**config.mk**
```make
export PLATFORM = sky130hd
export DESIGN_NAME = audio_dynamic_range_compressor_core
export DESIGN_NICKNAME = d
export VERILOG_FILES = /design/src/hdl/adrc_pkg.sv /design/src/hdl/audio_dynamic_range_compressor_core.sv
export SDC_FILE = /design/constraint.sdc
export NUM_CORES = 2
export LEC_CHECK = 0
export BUFFER_PORTS_ARGS = -buffer_cell sky130_fd_sc_hd__buf_2
export CORE_MARGIN = 2
export CORE_UTILIZATION = 51
export CTS_CLUSTER_DIAMETER = 40
export CTS_CLUSTER_SIZE = 40
export DETAILED_ROUTE_END_ITERATION = 10
export PLACE_DENSITY = 0.69
export SLEW_MARGIN = 0
export SYNTH_ARGS = -nofsm -noshare
export SYNTH_HDL_FRONTEND = slang
export SYNTH_SLANG_ARGS = --single-unit
```
**constraint.sdc**
```tcl
create_clock -name i_clk -period 36.2 [get_ports i_clk]
set_clock_uncertainty 0.2 [all_clocks]
set_input_delay 3.62 -clock i_clk [delete_from_list [all_inputs] [get_ports i_clk]]
set_output_delay 3.62 -clock i_clk [all_outputs]
set_load 0.05 [all_outputs]
```
**src/hdl/adrc_pkg.sv**
```systemverilog
// shared types, constants and the exponent table of the compressor core
`default_nettype none

package adrc_pkg;

    // sample format
    localparam int SampleBits = 24;
    localparam int SqBits     = 2 * SampleBits - 1;
    localparam int FsExp      = 2 * (SampleBits - 1);

    // level detector constants
    localparam logic [63:0] FloorQ62 = 64'd4611686018427;
    localparam logic [SqBits-1:0] FloorLim = SqBits'(FloorQ62 >> (62 - FsExp));
    localparam logic signed [15:0] FloorDb = -16'sd15360;
    localparam logic [31:0] LogDbK  = 32'd197283;
    localparam logic [31:0] DbLog2K = 32'd10885;

    // configuration reset values
    localparam logic [14:0] ThresholdRst = 15'd0;
    localparam logic [16:0] InvRatioRst  = 17'd65536;
    localparam logic [15:0] AttackRst    = 16'd64857;
    localparam logic [15:0] ReleaseRst   = 16'd65531;
    localparam logic [12:0] MakeupRst    = 13'd0;
    localparam logic [16:0] UnityQ16     = 17'd65536;

    // configuration register indexes
    typedef enum logic [2:0] {
        CFG_THRESHOLD = 3'd0,
        CFG_INV_RATIO = 3'd1,
        CFG_ATTACK    = 3'd2,
        CFG_RELEASE   = 3'd3,
        CFG_MAKEUP    = 3'd4,
        CFG_BYPASS    = 3'd5
    } t_cfg_idx;

    // sequencer states
    typedef enum logic [3:0] {
        S_IDLE,
        S_SQ,
        S_NORM,
        S_LOG,
        S_DB,
        S_GC,
        S_SM1,
        S_SM2,
        S_EXP,
        S_POW,
        S_APL,
        S_APR,
        S_OUT
    } t_state;

    typedef logic [15:0][31:0] t_rom;

    // round-down integer square root
    function automatic logic [63:0] f_isqrt(input logic [63:0] v);
        logic [63:0] r;
        logic [63:0] b;
        logic [63:0] x;
        r = 64'd0;
        b = 64'h4000_0000_0000_0000;
        x = v;
        for (int i = 0; i < 32; i++) begin
            if (b > x) begin
                b = b >> 2;
            end
        end
        for (int i = 0; i < 32; i++) begin
            if (b != 64'd0) begin
                if (x >= r + b) begin
                    x = x - (r + b);
                    r = (r >> 1) + b;
                end else begin
                    r = r >> 1;
                end
                b = b >> 2;
            end
        end
        return r;
    endfunction

    // 2^(2^-(k+1)) in Q2.30, each entry the square root of the one before
    function automatic t_rom f_build_rom();
        t_rom        rom;
        logic [63:0] c;
        c = f_isqrt(64'd2 << 60);
        for (int k = 0; k < 16; k++) begin
            rom[k] = c[31:0];
            c = f_isqrt(c << 30);
        end
        return rom;
    endfunction

    localparam t_rom PowRom = f_build_rom();

endpackage

`default_nettype wire

```
**src/hdl/audio_dynamic_range_compressor_core.sv**
```systemverilog
// stereo feedforward compressor core built around one shared multiplier
//
//  channel | direction | handshake                 | contents
//  --------+-----------+---------------------------+-----------------------------
//  in      | input     | i_in_valid / o_in_ready   | left and right sample
//  out     | output    | o_out_valid / i_out_ready | scaled samples, reductions
//  cfg     | input     | i_cfg_valid / o_cfg_ready | register index, write data
//
// a frame runs from one input transaction through the normalize shifts (0 to 20), 16 log
// squarings, 16 exponent table steps and single steps between them.
// floor-level frames skip normalize and log; bypass frames go straight to the output state.
// o_in_ready is high only while the sequencer is idle.
// a finished frame waits in the output register, the next frame is taken meanwhile.
// reset is synchronous active low; it restores register defaults and clears state.
`default_nettype none

module audio_dynamic_range_compressor_core (
    input  wire logic               i_clk,
    input  wire logic               i_rst_n,
    input  wire logic               i_in_valid,
    output logic                    o_in_ready,
    input  wire logic signed [23:0] i_left_sample,
    input  wire logic signed [23:0] i_right_sample,
    output logic                    o_out_valid,
    input  wire logic               i_out_ready,
    output logic signed [23:0]      o_left_out,
    output logic signed [23:0]      o_right_out,
    output logic signed [23:0]      o_left_reduction,
    output logic signed [23:0]      o_right_reduction,
    input  wire logic               i_cfg_valid,
    output logic                    o_cfg_ready,
    input  wire logic [2:0]         i_cfg_index,
    input  wire logic [16:0]        i_cfg_data
);

    // configuration registers
    logic [14:0] r_threshold;
    logic [16:0] r_inv;
    logic [15:0] r_attack;
    logic [15:0] r_release;
    logic [12:0] r_makeup;
    logic        r_bypass;

    // datapath registers
    adrc_pkg::t_state r_state, n_state;
    logic signed [23:0] r_xl, n_xl, r_xr, n_xr;
    logic [46:0]        r_w, n_w;
    logic [4:0]         r_shift, n_shift;
    logic [31:0]        r_m, n_m;
    logic [15:0]        r_frac, n_frac;
    logic [3:0]         r_k, n_k;
    logic signed [15:0] r_xg, n_xg;
    logic [15:0]        r_xlv, n_xlv;
    logic [15:0]        r_c, n_c;
    logic [40:0]        r_acc, n_acc;
    logic [23:0]        r_y, n_y;
    logic signed [23:0] r_e, n_e;
    logic signed [23:0] r_yl, n_yl, r_yr, n_yr, r_rl, n_rl, r_rr, n_rr;
    logic               r_out_valid, n_out_valid;
    logic signed [23:0] r_ol, n_ol, r_or, n_or, r_oll, n_oll, r_orr, n_orr;

    // shared multiplier
    logic [31:0] w_mul_a, w_mul_b;
    logic [63:0] w_mul_p;

    // helper nets
    logic signed [24:0] w_sum;
    logic signed [23:0] w_mix;
    logic [23:0]        w_mag;
    logic [20:0]        w_neg;
    logic [39:0]        w_dbr;
    logic signed [15:0] w_t;
    logic [15:0]        w_diff;
    logic [16:0]        w_inv_c, w_om;
    logic [23:0]        w_x16;
    logic [15:0]        w_csel;
    logic [16:0]        w_omc;
    logic [40:0]        w_smsum;
    logic signed [25:0] w_g;
    logic [24:0]        w_gmag;
    logic [22:0]        w_emag;
    logic [31:0]        w_m_sq;
    logic signed [23:0] w_cur_x;
    logic [23:0]        w_cur_mag;
    logic signed [7:0]  w_n;
    logic signed [8:0]  w_s;
    logic [63:0]        w_round, w_sh;
    logic signed [23:0] w_ysat, w_red;
    logic               w_in_acc, w_out_free;

    assign o_cfg_ready = 1'b1;
    assign o_in_ready  = (r_state == adrc_pkg::S_IDLE);
    assign o_out_valid = r_out_valid;
    assign o_left_out        = r_ol;
    assign o_right_out       = r_or;
    assign o_left_reduction  = r_oll;
    assign o_right_reduction = r_orr;

    assign w_in_acc   = i_in_valid && o_in_ready;
    assign w_out_free = !r_out_valid || i_out_ready;

    // configuration writes
    always_ff @(posedge i_clk) begin
        if (!i_rst_n) begin
            r_threshold <= adrc_pkg::ThresholdRst;
            r_inv       <= adrc_pkg::InvRatioRst;
            r_attack    <= adrc_pkg::AttackRst;
            r_release   <= adrc_pkg::ReleaseRst;
            r_makeup    <= adrc_pkg::MakeupRst;
            r_bypass    <= 1'b0;
        end else if (i_cfg_valid && o_cfg_ready) begin
            unique case (i_cfg_index)
                adrc_pkg::CFG_THRESHOLD: r_threshold <= i_cfg_data[14:0];
                adrc_pkg::CFG_INV_RATIO: r_inv       <= i_cfg_data;
                adrc_pkg::CFG_ATTACK:    r_attack    <= i_cfg_data[15:0];
                adrc_pkg::CFG_RELEASE:   r_release   <= i_cfg_data[15:0];
                adrc_pkg::CFG_MAKEUP:    r_makeup    <= i_cfg_data[12:0];
                adrc_pkg::CFG_BYPASS:    r_bypass    <= i_cfg_data[0];
                default: ;
            endcase
        end
    end

    // operand helpers
    always_comb begin
        w_sum  = {r_xl[23], r_xl} + {r_xr[23], r_xr};
        w_mix  = w_sum[24:1];
        w_mag  = w_mix[23] ? 24'(-w_mix) : w_mix;
        w_neg  = {r_shift, 16'd0} - {5'd0, r_frac};
        w_t    = {r_threshold[14], r_threshold};
        w_diff = 16'(r_xg - w_t);
        w_inv_c = (r_inv > adrc_pkg::UnityQ16) ? adrc_pkg::UnityQ16 : r_inv;
        w_om   = adrc_pkg::UnityQ16 - w_inv_c;
        w_x16  = {r_xlv, 8'd0};
        w_csel = (w_x16 > r_y) ? r_attack : r_release;
        w_omc  = adrc_pkg::UnityQ16 - {1'b0, r_c};
        w_g    = {{5{r_makeup[12]}}, r_makeup, 8'd0} - {2'd0, r_y};
        w_gmag = w_g[25] ? 25'(-w_g) : w_g[24:0];
        w_cur_x   = (r_state == adrc_pkg::S_APL) ? r_xl : r_xr;
        w_cur_mag = w_cur_x[23] ? 24'(-w_cur_x) : w_cur_x;
        w_n = r_e[23:16];
        w_s = 9'sd30 - {w_n[7], w_n};
    end

    // multiplier operand select
    always_comb begin
        unique case (r_state)
            adrc_pkg::S_SQ: begin
                w_mul_a = {8'd0, w_mag};
                w_mul_b = {8'd0, w_mag};
            end
            adrc_pkg::S_LOG: begin
                w_mul_a = r_m;
                w_mul_b = r_m;
            end
            adrc_pkg::S_DB: begin
                w_mul_a = {11'd0, w_neg};
                w_mul_b = adrc_pkg::LogDbK;
            end
            adrc_pkg::S_GC: begin
                w_mul_a = {16'd0, w_diff};
                w_mul_b = {15'd0, w_om};
            end
            adrc_pkg::S_SM1: begin
                w_mul_a = {16'd0, w_csel};
                w_mul_b = {8'd0, r_y};
            end
            adrc_pkg::S_SM2: begin
                w_mul_a = {15'd0, w_omc};
                w_mul_b = {8'd0, w_x16};
            end
            adrc_pkg::S_EXP: begin
                w_mul_a = {7'd0, w_gmag};
                w_mul_b = adrc_pkg::DbLog2K;
            end
            adrc_pkg::S_POW: begin
                w_mul_a = r_m;
                w_mul_b = adrc_pkg::PowRom[r_k];
            end
            adrc_pkg::S_APL, adrc_pkg::S_APR: begin
                w_mul_a = {8'd0, w_cur_mag};
                w_mul_b = r_m;
            end
            default: begin
                w_mul_a = 32'd0;
                w_mul_b = 32'd0;
            end
        endcase
    end

    assign w_mul_p = w_mul_a * w_mul_b;

    // post-multiply logic
    always_comb begin
        w_dbr   = w_mul_p[39:0] + 40'h80_0000;
        w_smsum = r_acc + w_mul_p[40:0];
        w_emag  = w_mul_p[38:16];
        w_m_sq  = w_mul_p[61:30];
        w_round = w_mul_p + (64'd1 << (w_s[5:0] - 6'd1));
        w_sh    = (w_s > 9'sd62) ? 64'd0 : (w_round >> w_s[5:0]);
        if (w_cur_x[23]) begin
            w_ysat = (w_sh > 64'h80_0000) ? 24'sh80_0000 : 24'(-w_sh[23:0]);
        end else begin
            w_ysat = (w_sh > 64'h7F_FFFF) ? 24'sh7F_FFFF : w_sh[23:0];
        end
        w_red = r_e[23] ? 24'(w_cur_x - w_ysat) : 24'sd0;
    end

    // sequencer: next state and datapath updates
    always_comb begin
        n_state = r_state;
        n_xl = r_xl;   n_xr = r_xr;   n_w = r_w;     n_shift = r_shift;
        n_m = r_m;     n_frac = r_frac; n_k = r_k;   n_xg = r_xg;
        n_xlv = r_xlv; n_c = r_c;     n_acc = r_acc; n_y = r_y;   n_e = r_e;
        n_yl = r_yl;   n_yr = r_yr;   n_rl = r_rl;   n_rr = r_rr;
        n_out_valid = r_out_valid && !i_out_ready;
        n_ol = r_ol;   n_or = r_or;   n_oll = r_oll; n_orr = r_orr;
        unique case (r_state)
            adrc_pkg::S_IDLE: begin
                if (w_in_acc) begin
                    n_xl = i_left_sample;
                    n_xr = i_right_sample;
                    if (r_bypass) begin
                        n_yl = i_left_sample;
                        n_yr = i_right_sample;
                        n_rl = 24'sd0;
                        n_rr = 24'sd0;
                        n_state = adrc_pkg::S_OUT;
                    end else begin
                        n_state = adrc_pkg::S_SQ;
                    end
                end
            end
            adrc_pkg::S_SQ: begin
                // quiet signals take the floor level
                if (w_mul_p[46:0] <= adrc_pkg::FloorLim) begin
                    n_xg = adrc_pkg::FloorDb;
                    n_state = adrc_pkg::S_GC;
                end else begin
                    n_w = w_mul_p[46:0];
                    n_shift = 5'd0;
                    n_state = adrc_pkg::S_NORM;
                end
            end
            adrc_pkg::S_NORM: begin
                // one bit of normalization per cycle
                if (r_w[46]) begin
                    n_m = {1'b0, r_w[46:16]};
                    n_frac = 16'd0;
                    n_k = 4'd0;
                    n_state = adrc_pkg::S_LOG;
                end else begin
                    n_w = {r_w[45:0], 1'b0};
                    n_shift = r_shift + 5'd1;
                end
            end
            adrc_pkg::S_LOG: begin
                // one log2 fraction bit per squaring
                n_frac = {r_frac[14:0], w_m_sq[31]};
                n_m = w_m_sq[31] ? {1'b0, w_m_sq[31:1]} : w_m_sq;
                n_k = r_k + 4'd1;
                if (r_k == 4'd15) begin
                    n_state = adrc_pkg::S_DB;
                end
            end
            adrc_pkg::S_DB: begin
                n_xg = 16'sd0 - $signed({1'b0, w_dbr[38:24]});
                n_state = adrc_pkg::S_GC;
            end
            adrc_pkg::S_GC: begin
                // hard knee
                n_xlv = (r_xg >= w_t) ? w_mul_p[31:16] : 16'd0;
                n_state = adrc_pkg::S_SM1;
            end
            adrc_pkg::S_SM1: begin
                n_c = w_csel;
                n_acc = {1'b0, w_mul_p[39:0]};
                n_state = adrc_pkg::S_SM2;
            end
            adrc_pkg::S_SM2: begin
                n_y = w_smsum[39:16];
                n_state = adrc_pkg::S_EXP;
            end
            adrc_pkg::S_EXP: begin
                n_e = w_g[25] ? 24'sd0 - $signed({1'b0, w_emag})
                              : $signed({1'b0, w_emag});
                n_m = 32'h4000_0000;
                n_k = 4'd0;
                n_state = adrc_pkg::S_POW;
            end
            adrc_pkg::S_POW: begin
                // one table factor per fraction bit
                if (r_e[4'd15 - r_k]) begin
                    n_m = w_m_sq;
                end
                n_k = r_k + 4'd1;
                if (r_k == 4'd15) begin
                    n_state = adrc_pkg::S_APL;
                end
            end
            adrc_pkg::S_APL: begin
                n_yl = w_ysat;
                n_rl = w_red;
                n_state = adrc_pkg::S_APR;
            end
            adrc_pkg::S_APR: begin
                n_yr = w_ysat;
                n_rr = w_red;
                n_state = adrc_pkg::S_OUT;
            end
            adrc_pkg::S_OUT: begin
                // hand over once the output register is free
                if (w_out_free) begin
                    n_out_valid = 1'b1;
                    n_ol = r_yl;
                    n_or = r_yr;
                    n_oll = r_rl;
                    n_orr = r_rr;
                    n_state = adrc_pkg::S_IDLE;
                end
            end
            default: n_state = adrc_pkg::S_IDLE;
        endcase
    end

    // state and control registers
    always_ff @(posedge i_clk) begin
        if (!i_rst_n) begin
            r_state     <= adrc_pkg::S_IDLE;
            r_y         <= 24'd0;
            r_out_valid <= 1'b0;
        end else begin
            r_state     <= n_state;
            r_y         <= n_y;
            r_out_valid <= n_out_valid;
        end
    end

    // payload registers
    always_ff @(posedge i_clk) begin
        r_xl <= n_xl;   r_xr <= n_xr;   r_w <= n_w;     r_shift <= n_shift;
        r_m <= n_m;     r_frac <= n_frac; r_k <= n_k;   r_xg <= n_xg;
        r_xlv <= n_xlv; r_c <= n_c;     r_acc <= n_acc; r_e <= n_e;
        r_yl <= n_yl;   r_yr <= n_yr;   r_rl <= n_rl;   r_rr <= n_rr;
        r_ol <= n_ol;   r_or <= n_or;   r_oll <= n_oll; r_orr <= n_orr;
    end

    // smoother state moves only in its update step
    a_y_hold: assert property (@(posedge i_clk) disable iff (!i_rst_n)
        (r_state != adrc_pkg::S_SM2) |=> $stable(r_y))
        else $error("smoothed reduction changed outside its update");

    // mantissa stays in [1,2) through the log squarings
    a_log_range: assert property (@(posedge i_clk) disable iff (!i_rst_n)
        (r_state == adrc_pkg::S_LOG) |-> (!r_m[31] && r_m[30]))
        else $error("log mantissa out of range");

    // normalization only runs on a nonzero square
    a_norm_nz: assert property (@(posedge i_clk) disable iff (!i_rst_n)
        (r_state == adrc_pkg::S_NORM) |-> (r_w != 47'd0))
        else $error("normalizing a zero square");

    // a pending result is never overwritten
    a_no_overrun: assert property (@(posedge i_clk) disable iff (!i_rst_n)
        (r_out_valid && !i_out_ready) |=> (r_out_valid && $stable(r_ol)))
        else $error("pending result overwritten");

endmodule

`default_nettype wire

```
==> impl_metrics.ini <==
[synth]
synth.distinct_cells = 125
yosysTopAreaCell = fa_1
synth_area_leaders = fa_1, edfxtp_1, ha_1
synth_cells = 9052
synth_edf_count = 456
yosysMostFrequentCell = nand2_1
ys_async_sr_fraction_pct = 0
synth_fp_nets = 10512
ys_warn_count = 0
synth_area_mm2 = 0.0774
ys_seq_area_share_pct = 21.2
synth_common_cells = nand2_1, inv_1, nor2_1
ys_ff_latch = 592
syn_avg_cell_area_um2 = 8.55
synth.top_cell.area_share_pct = 23.3
synth_flop_cell = edfxtp_1

[worst_setup_path]
critPathTopFamily = compound AO/OA/AOI/OAI gates
crit_path_end_kind = flip-flop
r2r_end = r_rl[22]
ff2ff_path_depth = 99
crit_fanout = 22
worstPathRequired_ns = 36.42
start_kind = flip-flop
path_class = flip-flop to flip-flop
path_buf_inv = 8
worst_path_largest_cell_delay_ns = 0.96
cp-startpoint = r_xl[1]
cpMostUsedCell = o21ai_0
cp_slowest_cell = or3_1
r2r_setup_slack_ns = 9.51
arrival_ns = 26.91
rr_startpoint = r_xl[1]

[sta]
rsz0062_at_grt = false
hold_violations = 0
setup_violations = 0
slew_headroom_pct = -3.36
setup_tns_ns = 0
worst_pin_slew_ns = 1.53
fmax_mhz = 37.5
timing.final.ws_setup_ns = 9.51
layout_worst_path_cycle_share_pct = 73.7
period_needed_ns = 26.69
slew_viol_final = 6

[place]
dp_cells = 10981
io_buffers = 170
dp_slack_ns = 10.32
place_congestion = 1.09
placed_cell_area_mm2 = 0.0810
dp_hpwl_mm = 265

[flow_run]
drv_cap = 2

[routing]
drt_pre_antenna_iters = 10
wl_per_cell_um = 29.5
dr_wl_met3_mm = 45.3
drc = 0
drt-met1-wl_mm = 124
final_antenna_net_count = 0
totalWireLength_mm = 328
drtIter0Drc = 9026
dr_wl_met2_mm = 136
routed.top_layer = met5
num_vias = 70667
post_drt_via_cell_ratio = 6.34

[min_path]
holdPathStages = 0
hold_end = o_right_out[7]
hp-class = flip-flop to flip-flop
hp-start = r_yr[7]

[cts]
clk_path_buf_depth = 3
cts_resized = 0
cts-root-buf = clkbuf_16
post_cts_buffers = 0
cts_tree = done
clock_latency_ns = 0.72
htree_levels = 3
cts_inserted_buffers = 78
postCtsHoldBufs = 0
path_clk_slew_ns = 0.06
clock-sinks = 592

[layout]
drive_gt1_share_pct = 8.28
top_register = r_w
fin_nets = 10505
finalNonFillerCells = 11139
reg_top3 = r_w: 47 flops, r_acc: 40 flops, r_m: 32 flops
finalInstanceArea_mm2 = 0.0839
largest_register_ffs = 47
syn_to_final_growth_pct = 8.37

[outcome]
outcome = finished, violations left
violations = max-capacitance violations, max-slew violations

[global_route]
grt.total_usage_pct = 41.9
grt_antenna_before_repair = 29
grt_max_degree = 103
grt_pass1_vias = 69340
grt_pass1_wl_mm = 476
overflow = 0

[die]
die_area_mm2 = 0.155
die_w_um = 394
ios = 172
fp-row-count = 142
core_mm2 = 0.150
die_h_um = 394
initial_core_util_pct = 51.5
## worst max path at each step
| stage | to | slack (ns) | cells after the start |
|---|---|---|---|
| 6_report | r_rl[22] | 9.51 | 99 |
| 5_1_grt | r_rl[22] | 7.92 | 101 |
| 4_1_cts | r_rl[22] | 10.24 | 101 |
| 3_5_place_dp | r_rl[22] | 10.32 | 101 |
| 3_3_place_gp | r_rl[22] | 10.48 | 101 |
| 2_1_floorplan | r_rl[22] | 14.47 | 103 |
## cells in the final DEF, fill, tap and decap left out, drive strengths merged, types with 51 or more instances in the layout
cell type / instances
a22oi: 63
dfxtp: 136
mux2i: 105
and2: 83
a21o: 104
o21ai: 372
nand3b: 65
nand2b: 51
or3: 59
xor2: 125
buf: 390
inv: 1226
fa: 900
nand4: 66
a31oi: 55
edfxtp: 456
nand3: 197
nor3: 157
nand2: 1253
nor2: 1023
and3: 74
xnor2: 234
a211oi: 76
o31ai: 53
a21boi: 73
ha: 487
clkbuf: 94
a21oi: 383
## area by class of cell
| type | count | area, µm² |
|---|---|---|
| timing repair buffer | 390 | 2500 |
| tap | 2016 | 2520 |
| antenna | 12 | 30.0 |
| multi-input combinational | 6760 | 55000 |
| inverter | 1223 | 4590 |
| clock buffer | 94 | 2100 |
| fill | 13825 | 66400 |
| sequential | 592 | 16400 |
| clock inverter | 52 | 763 |
## logic make-up after synthesis
family | Yosys count | synth area share [%]
buf+inv | 1700 | 8.31
fa+ha+maj | 1389 | 31.2
xor+xnor | 361 | 4.18
other cells | 1 | 0.00484
mux | 161 | 2.38
flops | 592 | 21.2
compound gates | 1637 | 14.3
simple gates | 3211 | 18.5
## per-stage QoR
stage	util (%)	hold slack, ns
floorplan	-	0.200
global placement	53.9	0.201
detailed placement	53.9	0.205
CTS	55.8	0.211
global route	55.8	0.223
finish	55.8	0.215
## routing by layer
metal	global-route usage, %	vias up
met2	60.9	4645
met3	15.4	1059
met4	24.2	20
li1	-	30197
met5	0	-
met1	53.7	34746
Power is not shown: default switching activity piles up to over one toggle a cycle in this logic, so the estimate is an artifact.
